[src/design/fcs_pkg.sv]
// fcs_pkg: shared types and constants of the flash command sequencer
// used by fcs_ctrl, fcs_datapath and flash_command_sequencer; no dependencies
package fcs_pkg;

    // controller states
    typedef enum logic [1:0] {
        ST_INIT,
        ST_FILL,
        ST_IDLE,
        ST_EXEC
    } state_t;

    // command set modes
    typedef enum logic [2:0] {
        MODE_IDLE     = 3'd0,
        MODE_UNLOCK1  = 3'd1,
        MODE_UNLOCK2  = 3'd2,
        MODE_PROGRAM  = 3'd3,
        MODE_ERASE_U1 = 3'd4,
        MODE_ERASE_U2 = 3'd5,
        MODE_ERASE    = 3'd6
    } mode_t;

    // event codes reported with every result word
    typedef enum logic [1:0] {
        EV_OK      = 2'd0,
        EV_RESET   = 2'd1,
        EV_UNKNOWN = 2'd2
    } ev_t;

    // range of a fill with the erased value
    typedef enum logic [1:0] {
        FILL_ALL,
        FILL_LOW,
        FILL_SECTOR
    } fill_kind_t;

    // source of the read_data field
    typedef enum logic [1:0] {
        RD_MEM,
        RD_STATUS,
        RD_ZERO
    } rd_sel_t;

    // command addresses and data bytes
    localparam logic [19:0] ADDR_UNLOCK_A  = 20'h00AAA;
    localparam logic [19:0] ADDR_UNLOCK_B  = 20'h00555;
    localparam logic [19:0] ADDR_SECTOR_2  = 20'h20000;
    localparam logic [19:0] ADDR_SECTOR_3  = 20'h30000;
    localparam logic [19:0] LOW_FILL_LAST  = 20'h07FFF;
    localparam logic [15:0] SECTOR_LAST    = 16'hFFFF;
    localparam logic [7:0]  DATA_UNLOCK_A  = 8'hAA;
    localparam logic [7:0]  DATA_UNLOCK_B  = 8'h55;
    localparam logic [7:0]  DATA_PROGRAM   = 8'hA0;
    localparam logic [7:0]  DATA_ERASE     = 8'h80;
    localparam logic [7:0]  DATA_RESET     = 8'hF0;
    localparam logic [7:0]  ERASED_BYTE    = 8'hFF;
    localparam logic [7:0]  ERASE_STATUS   = 8'h80;
    localparam logic [7:0]  WRITE_READBACK = 8'h00;

    // controller to datapath commands
    typedef struct packed {
        logic       capture;
        logic       prog_we;
        logic       fill_start;
        fill_kind_t fill_kind;
        logic       fill_step;
        logic       load_out;
        rd_sel_t    rd_sel;
        ev_t        ev;
    } dp_cmd_t;

    // datapath to controller status
    typedef struct packed {
        logic is_write;
        logic addr_unlock_a;
        logic addr_unlock_b;
        logic addr_zero;
        logic addr_sector;
        logic data_unlock_a;
        logic data_unlock_b;
        logic data_program;
        logic data_erase;
        logic data_reset;
        logic fill_done;
        logic out_free;
    } dp_stat_t;

endpackage

[src/design/fcs_ctrl.sv]
// fcs_ctrl: sequencing state machine and command set mode machine
// depends on fcs_pkg; drives fcs_datapath through dp_cmd_t
module fcs_ctrl
    import fcs_pkg::*;
(
    input  logic     clk,
    input  logic     rst_n,
    input  logic     in_valid,
    output logic     in_stall,
    input  dp_stat_t dp_stat,
    output dp_cmd_t  dp_cmd
);

    state_t state_reg;
    state_t state_next;
    mode_t  mode_reg;
    mode_t  mode_next;
    logic   matched;

    // state and mode registers
    always_ff @(posedge clk or negedge rst_n)
    begin
        if (!rst_n)
        begin
            state_reg <= ST_INIT;
            mode_reg  <= MODE_IDLE;
        end
        else
        begin
            state_reg <= state_next;
            mode_reg  <= mode_next;
        end
    end

    // next state, mode update and datapath commands
    always_comb
    begin
        state_next        = state_reg;
        mode_next         = mode_reg;
        matched           = 1'b0;
        in_stall          = 1'b1;
        dp_cmd.capture    = 1'b0;
        dp_cmd.prog_we    = 1'b0;
        dp_cmd.fill_start = 1'b0;
        dp_cmd.fill_kind  = FILL_ALL;
        dp_cmd.fill_step  = 1'b0;
        dp_cmd.load_out   = 1'b0;
        dp_cmd.rd_sel     = RD_MEM;
        dp_cmd.ev         = EV_OK;

        unique case (state_reg)
            ST_INIT:
            begin
                // erase the whole store after reset
                dp_cmd.fill_start = 1'b1;
                dp_cmd.fill_kind  = FILL_ALL;
                state_next        = ST_FILL;
            end
            ST_FILL:
            begin
                dp_cmd.fill_step = 1'b1;
                if (dp_stat.fill_done)
                begin
                    state_next = ST_IDLE;
                end
            end
            ST_IDLE:
            begin
                in_stall = 1'b0;
                if (in_valid)
                begin
                    dp_cmd.capture = 1'b1;
                    state_next     = ST_EXEC;
                end
            end
            ST_EXEC:
            begin
                if (dp_stat.out_free)
                begin
                    dp_cmd.load_out = 1'b1;
                    state_next      = ST_IDLE;
                    if (!dp_stat.is_write)
                    begin
                        // read: status in erase mode, else stored byte
                        if (mode_reg == MODE_ERASE)
                        begin
                            dp_cmd.rd_sel = RD_STATUS;
                            mode_next     = MODE_IDLE;
                        end
                        else
                        begin
                            dp_cmd.rd_sel = RD_MEM;
                        end
                    end
                    else
                    begin
                        dp_cmd.rd_sel = RD_ZERO;
                        unique case (mode_reg)
                            MODE_UNLOCK1:
                            begin
                                if (dp_stat.addr_unlock_b && dp_stat.data_unlock_b)
                                begin
                                    matched   = 1'b1;
                                    mode_next = MODE_UNLOCK2;
                                end
                            end
                            MODE_UNLOCK2:
                            begin
                                if (dp_stat.addr_unlock_a && dp_stat.data_program)
                                begin
                                    matched   = 1'b1;
                                    mode_next = MODE_PROGRAM;
                                end
                                else if (dp_stat.addr_unlock_a && dp_stat.data_erase)
                                begin
                                    matched   = 1'b1;
                                    mode_next = MODE_ERASE_U1;
                                end
                            end
                            MODE_PROGRAM:
                            begin
                                matched        = 1'b1;
                                dp_cmd.prog_we = 1'b1;
                                mode_next      = MODE_IDLE;
                            end
                            MODE_ERASE_U1:
                            begin
                                if (dp_stat.addr_unlock_a && dp_stat.data_unlock_a)
                                begin
                                    matched   = 1'b1;
                                    mode_next = MODE_ERASE_U2;
                                end
                            end
                            MODE_ERASE_U2:
                            begin
                                if (dp_stat.addr_unlock_b && dp_stat.data_unlock_b)
                                begin
                                    matched   = 1'b1;
                                    mode_next = MODE_ERASE;
                                end
                            end
                            MODE_ERASE:
                            begin
                                // low or sector erase sweeps, input held off
                                matched = 1'b1;
                                if (dp_stat.addr_zero)
                                begin
                                    dp_cmd.fill_start = 1'b1;
                                    dp_cmd.fill_kind  = FILL_LOW;
                                    state_next        = ST_FILL;
                                end
                                else if (dp_stat.addr_sector)
                                begin
                                    dp_cmd.fill_start = 1'b1;
                                    dp_cmd.fill_kind  = FILL_SECTOR;
                                    state_next        = ST_FILL;
                                end
                            end
                            default:
                            begin
                                // idle and the unused mode code
                                if (dp_stat.addr_unlock_a && dp_stat.data_unlock_a)
                                begin
                                    matched   = 1'b1;
                                    mode_next = MODE_UNLOCK1;
                                end
                            end
                        endcase

                        // unmatched write: F0 resets, anything else is unknown
                        if (!matched)
                        begin
                            if (dp_stat.data_reset)
                            begin
                                mode_next = MODE_IDLE;
                                dp_cmd.ev = EV_RESET;
                            end
                            else
                            begin
                                dp_cmd.ev = EV_UNKNOWN;
                            end
                        end
                    end
                end
            end
            default:
            begin
                state_next = ST_INIT;
            end
        endcase
    end

endmodule

[config.mk]
export PLATFORM = sky130hd
export DESIGN_NAME = fcs_ctrl
export DESIGN_NICKNAME = d
export VERILOG_FILES = /design/src/design/fcs_pkg.sv /design/src/design/fcs_ctrl.sv
export SDC_FILE = /design/constraint.sdc
export NUM_CORES = 1
export LEC_CHECK = 0
export ABC_AREA = 1
export BUFFER_PORTS_ARGS = -buffer_cell sky130_fd_sc_hd__buf_2
export CORE_MARGIN = 1
export CORE_UTILIZATION = 45
export CTS_CLUSTER_DIAMETER = 60
export CTS_CLUSTER_SIZE = 8
export DETAILED_ROUTE_END_ITERATION = 8
export PLACE_DENSITY_LB_ADDON = 0.2
export SETUP_SLACK_MARGIN = 0.02
export SLEW_MARGIN = 5
export SYNTH_ARGS = -nofsm -noshare
export SYNTH_HDL_FRONTEND = slang
export SYNTH_SLANG_ARGS = --single-unit
[constraint.sdc]
create_clock -name clk -period 2.71 [get_ports clk]
set_clock_uncertainty 0.05 [all_clocks]
set_input_delay 0.542 -clock clk [delete_from_list [all_inputs] [get_ports clk]]
set_output_delay 0.542 -clock clk [all_outputs]
set_load 0.02 [all_outputs]
# == Yosys cells after proc, flatten, opt, wreduce, memory -nomap -nowiden ==
# Index checks and enable logic that the tools add are counted.
# op_classes
eq_ne,12
mux,46
reduce_logical,10
# op_table
op,count
3-bit two-way mux,13
2-bit two-way mux,11
3-bit case mux with 6 select lines,1
1-bit two-way mux,14
5-bit two-way mux,2
3-bit equality test (second input constant),3
4-bit two-way mux,2
2-bit case mux with 4 select lines,1
3-bit by 2-bit equality test with 1-bit output (second input constant),2
2-bit inequality test (second input constant),3
3-bit case mux with 2 select lines,1
3-bit AND reduction,2
2-bit equality test (second input constant),2
1-bit logical AND,4
2-bit OR reduction,2
3-bit by 1-bit equality test with 1-bit output (second input constant),1
1-bit case mux with 3 select lines,1
2-bit by 1-bit equality test with 1-bit output (second input constant),1
2-bit zero test,1
2-bit nonzero test,1
# word_totals
regBits,5
inputBits,15
output_inout_bits,12
word_cells,70

# == Logic depth before layout (Yosys ltp) ==
# Gate-level depths: netlist (run 1).
# depth
word_depth,11
ltp_mapped,11
depth_no_buf,10

# == Least setup slack after synthesis (run 1) ==
# Ideal clock, no wire load.
# synth_timing
kind,reg2out
startpoint,register state_reg[0]
endpoint,output port dp_cmd[7] (netlist bit)
t_arrival_ps,1596
t_required_ps,2118
path_slack_ps,522
path_stages_with_launch,8
n_path_buf,0
path_cell_list,dfrtp_1 > ha_1 > nand2_1 > nor2_4 > inv_2 > nor2_1 > nand2_1 > nor3_1
# synth_lines
element,line,text
"start, declared",fcs_ctrl.sv:14,state_t state_reg;
"start signal, assigned",fcs_ctrl.sv:30,state_reg <= state_next;
"end, declared",fcs_ctrl.sv:11,output dp_cmd_t dp_cmd

==> flow_summary.toml, run 1 <==
[cts]
clk_latency_ns = 0.24
post-cts-setup-buffer-count = 0
cts_buffer_depth = 2
postCtsHoldBufs = 0
htreeDepth = 1
cts_tree = "yes"
clk_pin_slew_worst_paths_ns = 0.04
cts_root_buf = "clkbuf_4"
cts_resized = 0
cts_sinks = 5
tritoncts.num_buffers = 3

[layout]
fin_util_pct = 61.17
num-fill-cells = 136
area_growth_pct = 20.36
largest_reg_flops = 3
instances_no_fill = 153
num_antenna_cells = 0
drive_gt1_share_pct = 33.33
fin_nets = 158

[synthesis]
ys_types = 24
synthCells = 111
syn-num-nets = 130
yosys.area.top_type_share_pct = 19.46
yosysSeqAreaShare_pct = 18.02
synth_edf_count = 0
yosysMostFrequentCell = "nand2_1"
postSynthAreaPerCell_um2 = 6.256
synth_ff_type = "dfrtp_1"
ys_async_sr_fraction_pct = 100.0
yosys_warnings = 0
syn_area_um2 = 694.4
synthTopCellsByArea = "nand2_1 19%, dfrtp_1 18%, ha_1 7.2%"
synth_largest_area_cell = "nand2_1"
ys_top_cells_by_count = "36 x nand2_1, 13 x inv_1, 9 x nor2_1"
synth-seq-cells = 5

[worst_setup_path]
reg2reg_from = "state_reg[0]$_DFFE_PN0P_"
crit_start = "state_reg[0]$_DFFE_PN0P_"
cp-start-kind = "register"
crit_required_ns = 2.12
crit_fanout = 6
critPathKind = "reg2out"
arrival_ns = 1.73
end_kind = "output port"

[floorplan]
die_w_um = 41.28
die_area_um2 = 1704
die_h_um = 41.28
num_rows = 13
boundaryPins = 27
core_um2 = 1366
start_util_pct = 50.82

[place]
placed_cells = 149
hpwl_mm = 1.228
place_congestion = 0.7610
port_buffers = 26
dp_slack_ns = 0.6494

[pwr]
vdd_ir_drop_max_mv = 0.5719
total_power_uw = 674.8
internal_power_uw = 314.2
share_seq_of_total_power_pct = 25.4
p_switching_uw = 360.5
p_leak_uw = 0.0004814
pwr-share-comb_pct = 61.7
power.density_nw_per_um2 = 807.3
clkPwrFrac_pct = 12.9
switching_share_pct = 53.43

[timing]
hold_viol_final = 0
worst_slack_ns = 0.3897
setup_tns_ns = 0
fmax_mhz = 431.0
finalCriticalPeriod_ns = 2.320
rsz0062_at_grt = "false"
setup_viol = 0
min_period_over_period_pct = 85.62
slew_violations = 0
slew_headroom_pct = 70.48
tightest_slew_ns = 0.4428

[drt]
num_vias = 758
drt-total-wl_mm = 1.476
ant_nets = 0
drtIter0Drc = 17
viasPerCell = 4.954
wire_per_inst_um = 9.647
route.detailed.drc = 0
drtPass1Iterations = 4

[global_routing]
grt_pass1_wl_mm = 2.504
grt_pass1_vias = 632
antenna_found_initial = 0
grt_max_degree = 9
overflow = 0
track_usage_pct = 21.38

[job]
cap_violations = 0

[outcome]
outcome = "complete, no violations"

[hold_path]
hold_class = "in2async"
==> metrics by stage <==
step	cell area [um^2]	hold slack, ns
3_3_place_gp	809.5	0.3081
3_5_place_dp	809.5	0.3078
2_1_floorplan	694.4	0.1964
5_1_grt	835.8	0.04954
4_1_cts	835.8	0.04508
6_report	835.8	0.04854
==> power by group through the flow <==
stage | clock network (uW) | logic (uW) | registers [uW]
finish | 86.9 | 417 | 171
global route | 93.2 | 480 | 176
CTS | 89.5 | 417 | 171
detailed placement | 0 | 414 | 172
global placement | 0 | 412 | 170
floorplan | 0 | 388 | 124
==> metal layers <==
layer / global-route usage (%) / wire [um]
met1: 30.32 / 784
met5: 0 / 0
met2: 33.59 / 632
met3: 3.261 / 59
met4: 4.839 / 0
==> cell type report <==
| class | instances | area, um^2 | area share (%) |
|---|---|---|---|
| Tap cell | 15 | 18.77 | 2.246 |
| Timing Repair Buffer | 26 | 130.1 | 15.57 |
| Sequential cell | 5 | 125.1 | 14.97 |
| Multi-Input combinational cell | 85 | 457.9 | 54.79 |
| Clock buffer | 4 | 26.28 | 3.144 |
| Inverter | 18 | 77.57 | 9.281 |
==> final timing paths <==
kind	slack, ns	end	cells after the start
setup / recovery	0.39	dp_cmd[7]	8
hold / removal	0.05	mode_reg[2]$_DFFE_PN0P_	1
setup reg to reg	1.17	state_reg[1]$_DFFE_PN0P_	8
hold reg to reg	0.51	state_reg[1]$_DFFE_PN0P_	2
max in group asynchronous	2.44	state_reg[0]$_DFFE_PN0P_	1
min in group clk	0.51	state_reg[1]$_DFFE_PN0P_	2
==> layout by cell type, fill, tap and decap left out, drive strengths merged, types with 4 or more instances in the layout <==
master  netlist  routed
ha            4       4
inv          18      18
o21ai         7       7
nand3         8       8
nor2         13      13
dfrtp         5       5
buf           3      26
nor3          5       5
clkbuf        0       4
nand2        40      40
==> worst max-delay path, stage by stage (launching register included) <==
cell and delay [ns]:
dfrtp_1 0.43, ha_1 0.22, nand2_1 0.14, nor2_4 0.16, inv_2 0.07, nor2_1 0.08
nand2_1 0.06, nor3_1 0.12, buf_2 0.19
==> cells by family after synthesis <==
group | share of synthesized area [%]
buffers and inverters | 16.04
adders and majority gates | 7.207
AOI/OAI and AO/OA | 9.730
DFF | 18.02
and+or+nand+nor | 49.01
Note: power is estimated with default switching activity, not from simulation.
==> inputs of run 2 (changes only) <==
--- a/config.mk
+++ b/config.mk
@@ -9,3 +9,3 @@
 export BUFFER_PORTS_ARGS = -buffer_cell sky130_fd_sc_hd__buf_2
-export CORE_MARGIN = 1
+export CORE_MARGIN = 2
 export CORE_UTILIZATION = 45
@@ -14,2 +14,3 @@
 export DETAILED_ROUTE_END_ITERATION = 8
+export GPL_TIMING_DRIVEN = 1
 export PLACE_DENSITY_LB_ADDON = 0.2
--- a/constraint.sdc
+++ b/constraint.sdc
@@ -4,2 +4,2 @@
 set_output_delay 0.542 -clock clk [all_outputs]
-set_load 0.02 [all_outputs]
+set_load 0.01 [all_outputs]
==> run 2 against run 1 <==
  * Register-to-register slack got worse by 0.03 ns
  * Critical path depth is the same
  * Combinational power shrank 6.0%
  * Sequential share of layout area is essentially flat
  * Non-clock buffer count is the same
  * Worst hold slack improved by 0.0075 ns
  * Sequential cell count did not move
  * Routed wire length decreased by 4.1%
  * Cell area up 0.15%
==> flow_summary.toml, run 2 (same netlist as run 1, synthesis figures left out) <==
[worst_setup_path]
path_buf_inv = 2
crit_required_ns = 2.12
arrival_ns = 1.66
crit_fanout = 6
max_stage_delay_ns = 0.43
worst_path_max_delay_cell = "dfrtp_1"
cp_top_family = "simple AND/OR/NAND/NOR gates"
end_kind = "output port"
critPathKind = "reg2out"
crit_top_cell = "nand2_1"
cp-start-kind = "register"
worstPathCellList = "ha_1 -> nand2_1 -> nor2_4 -> inv_2 -> nor2_1 -> nand2_1 -> nor3_1 -> buf_2"

[layout]
fin_nets = 158
num_antenna_cells = 0
layout_commonest_cell = "nand2_1"
area_growth_pct = 20.54
final_cell_mix = "36 x nand2_1, 26 x buf_2, 13 x inv_1"
instances_no_fill = 154
drive_gt1_share_pct = 33.33
num-fill-cells = 158
largest_reg_flops = 3

[floorplan]
boundaryPins = 27
die_area_um2 = 1873
die_w_um = 43.28
core_um2 = 1471
die_h_um = 43.28
num_rows = 14
start_util_pct = 47.19

[global_routing]
track_usage_pct = 16.78
grt_pass1_wl_mm = 2.449
overflow = 0
grt_pass1_vias = 600
antenna_found_initial = 0
grt_max_degree = 9

[timing]
hold_viol_final = 0
rsz0062_at_grt = "false"
slew_violations = 0
fmax_mhz = 444.2
slew_headroom_pct = 71.41
finalCriticalPeriod_ns = 2.251
setup_tns_ns = 0
min_period_over_period_pct = 83.07
tightest_slew_ns = 0.4288
setup_viol = 0

[cts]
cts_sinks = 5
cts_resized = 0
tritoncts.num_buffers = 3
clk_latency_ns = 0.24
cts_buffer_depth = 2
cts_root_buf = "clkbuf_4"
cts_tree = "yes"
clk_pin_slew_worst_paths_ns = 0.04
post-cts-setup-buffer-count = 0
postCtsHoldBufs = 0
htreeDepth = 1

[drt]
route.detailed.drc = 0
drtIter0Drc = 8
viasPerCell = 4.747
num_vias = 731
drtPass1Iterations = 4
ant_nets = 0
wire_per_inst_um = 9.195
drt-total-wl_mm = 1.416

[pwr]
p_leak_uw = 0.0004814
power.density_nw_per_um2 = 767.3
vdd_ir_drop_max_mv = 0.5999

[outcome]
outcome = "complete, no violations"

[place]
port_buffers = 26
hpwl_mm = 1.221
placed_cells = 150
place_congestion = 0.8565

[job]
cap_violations = 0

[hold_path]
hold_class = "in2async"
-- run 2: final cells by class --
type	instances	area (um^2)	area share, %
multi-input cells	85	457.9	54.71
well taps	16	20.02	2.392
inverters	18	77.57	9.268
repair buffers	26	130.1	15.55
clock buffers	4	26.28	3.139
flip-flops and latches	5	125.1	14.95
-- run 2: per-stage QoR --
step | hold slack (ns) | util [%] | cell area [um^2] | worst slack (ns) | total power [uW]
after floorplan | 0.1964 | - | 694.4 | 0.7743 | 484.1
after global placement | 0.3080 | 55.10 | 810.8 | 0.7610 | 557.7
after detailed placement | 0.3076 | 55.10 | 810.8 | 0.7017 | 563.0
after CTS | 0.05541 | 56.89 | 837.1 | 0.4434 | 649.2
after global routing | 0.05435 | 56.89 | 837.1 | 0.2834 | 721.6
final | 0.05601 | 56.89 | 837.1 | 0.4589 | 642.3
-- run 2: final timing paths --
kind	start	slack [ns]	depth (start not counted)	end
max	state_reg[0]$_DFFE_PN0P_	0.46	8	dp_cmd[7]
min	rst_n	0.06	1	state_reg[0]$_DFFE_PN0P_
max reg2reg	state_reg[0]$_DFFE_PN0P_	1.14	8	state_reg[1]$_DFFE_PN0P_
min reg2reg	state_reg[1]$_DFFE_PN0P_	0.49	2	state_reg[1]$_DFFE_PN0P_
max in group asynchronous	rst_n	2.42	1	mode_reg[2]$_DFFE_PN0P_
min in group clk	state_reg[1]$_DFFE_PN0P_	0.49	2	state_reg[1]$_DFFE_PN0P_
-- run 2: power by group --
group	switching, uW	internal (uW)	leakage [uW]	total, uW
combinational	234	157	0.000401	392
clock	27.8	55.5	0.0000150	83.2
sequential	64.8	103	0.0000650	167
total	327	315	0.000481	642
-- run 2: per-layer routing --
layer / part of all wire, % / routed length (um) / track usage, %
met1: 53 / 751 / 24.94
met2: 42 / 589 / 25.37
met3: 5.3 / 75 / 3.830
met4: 0 / 0 / 1.818
met5: 0 / 0 / 0
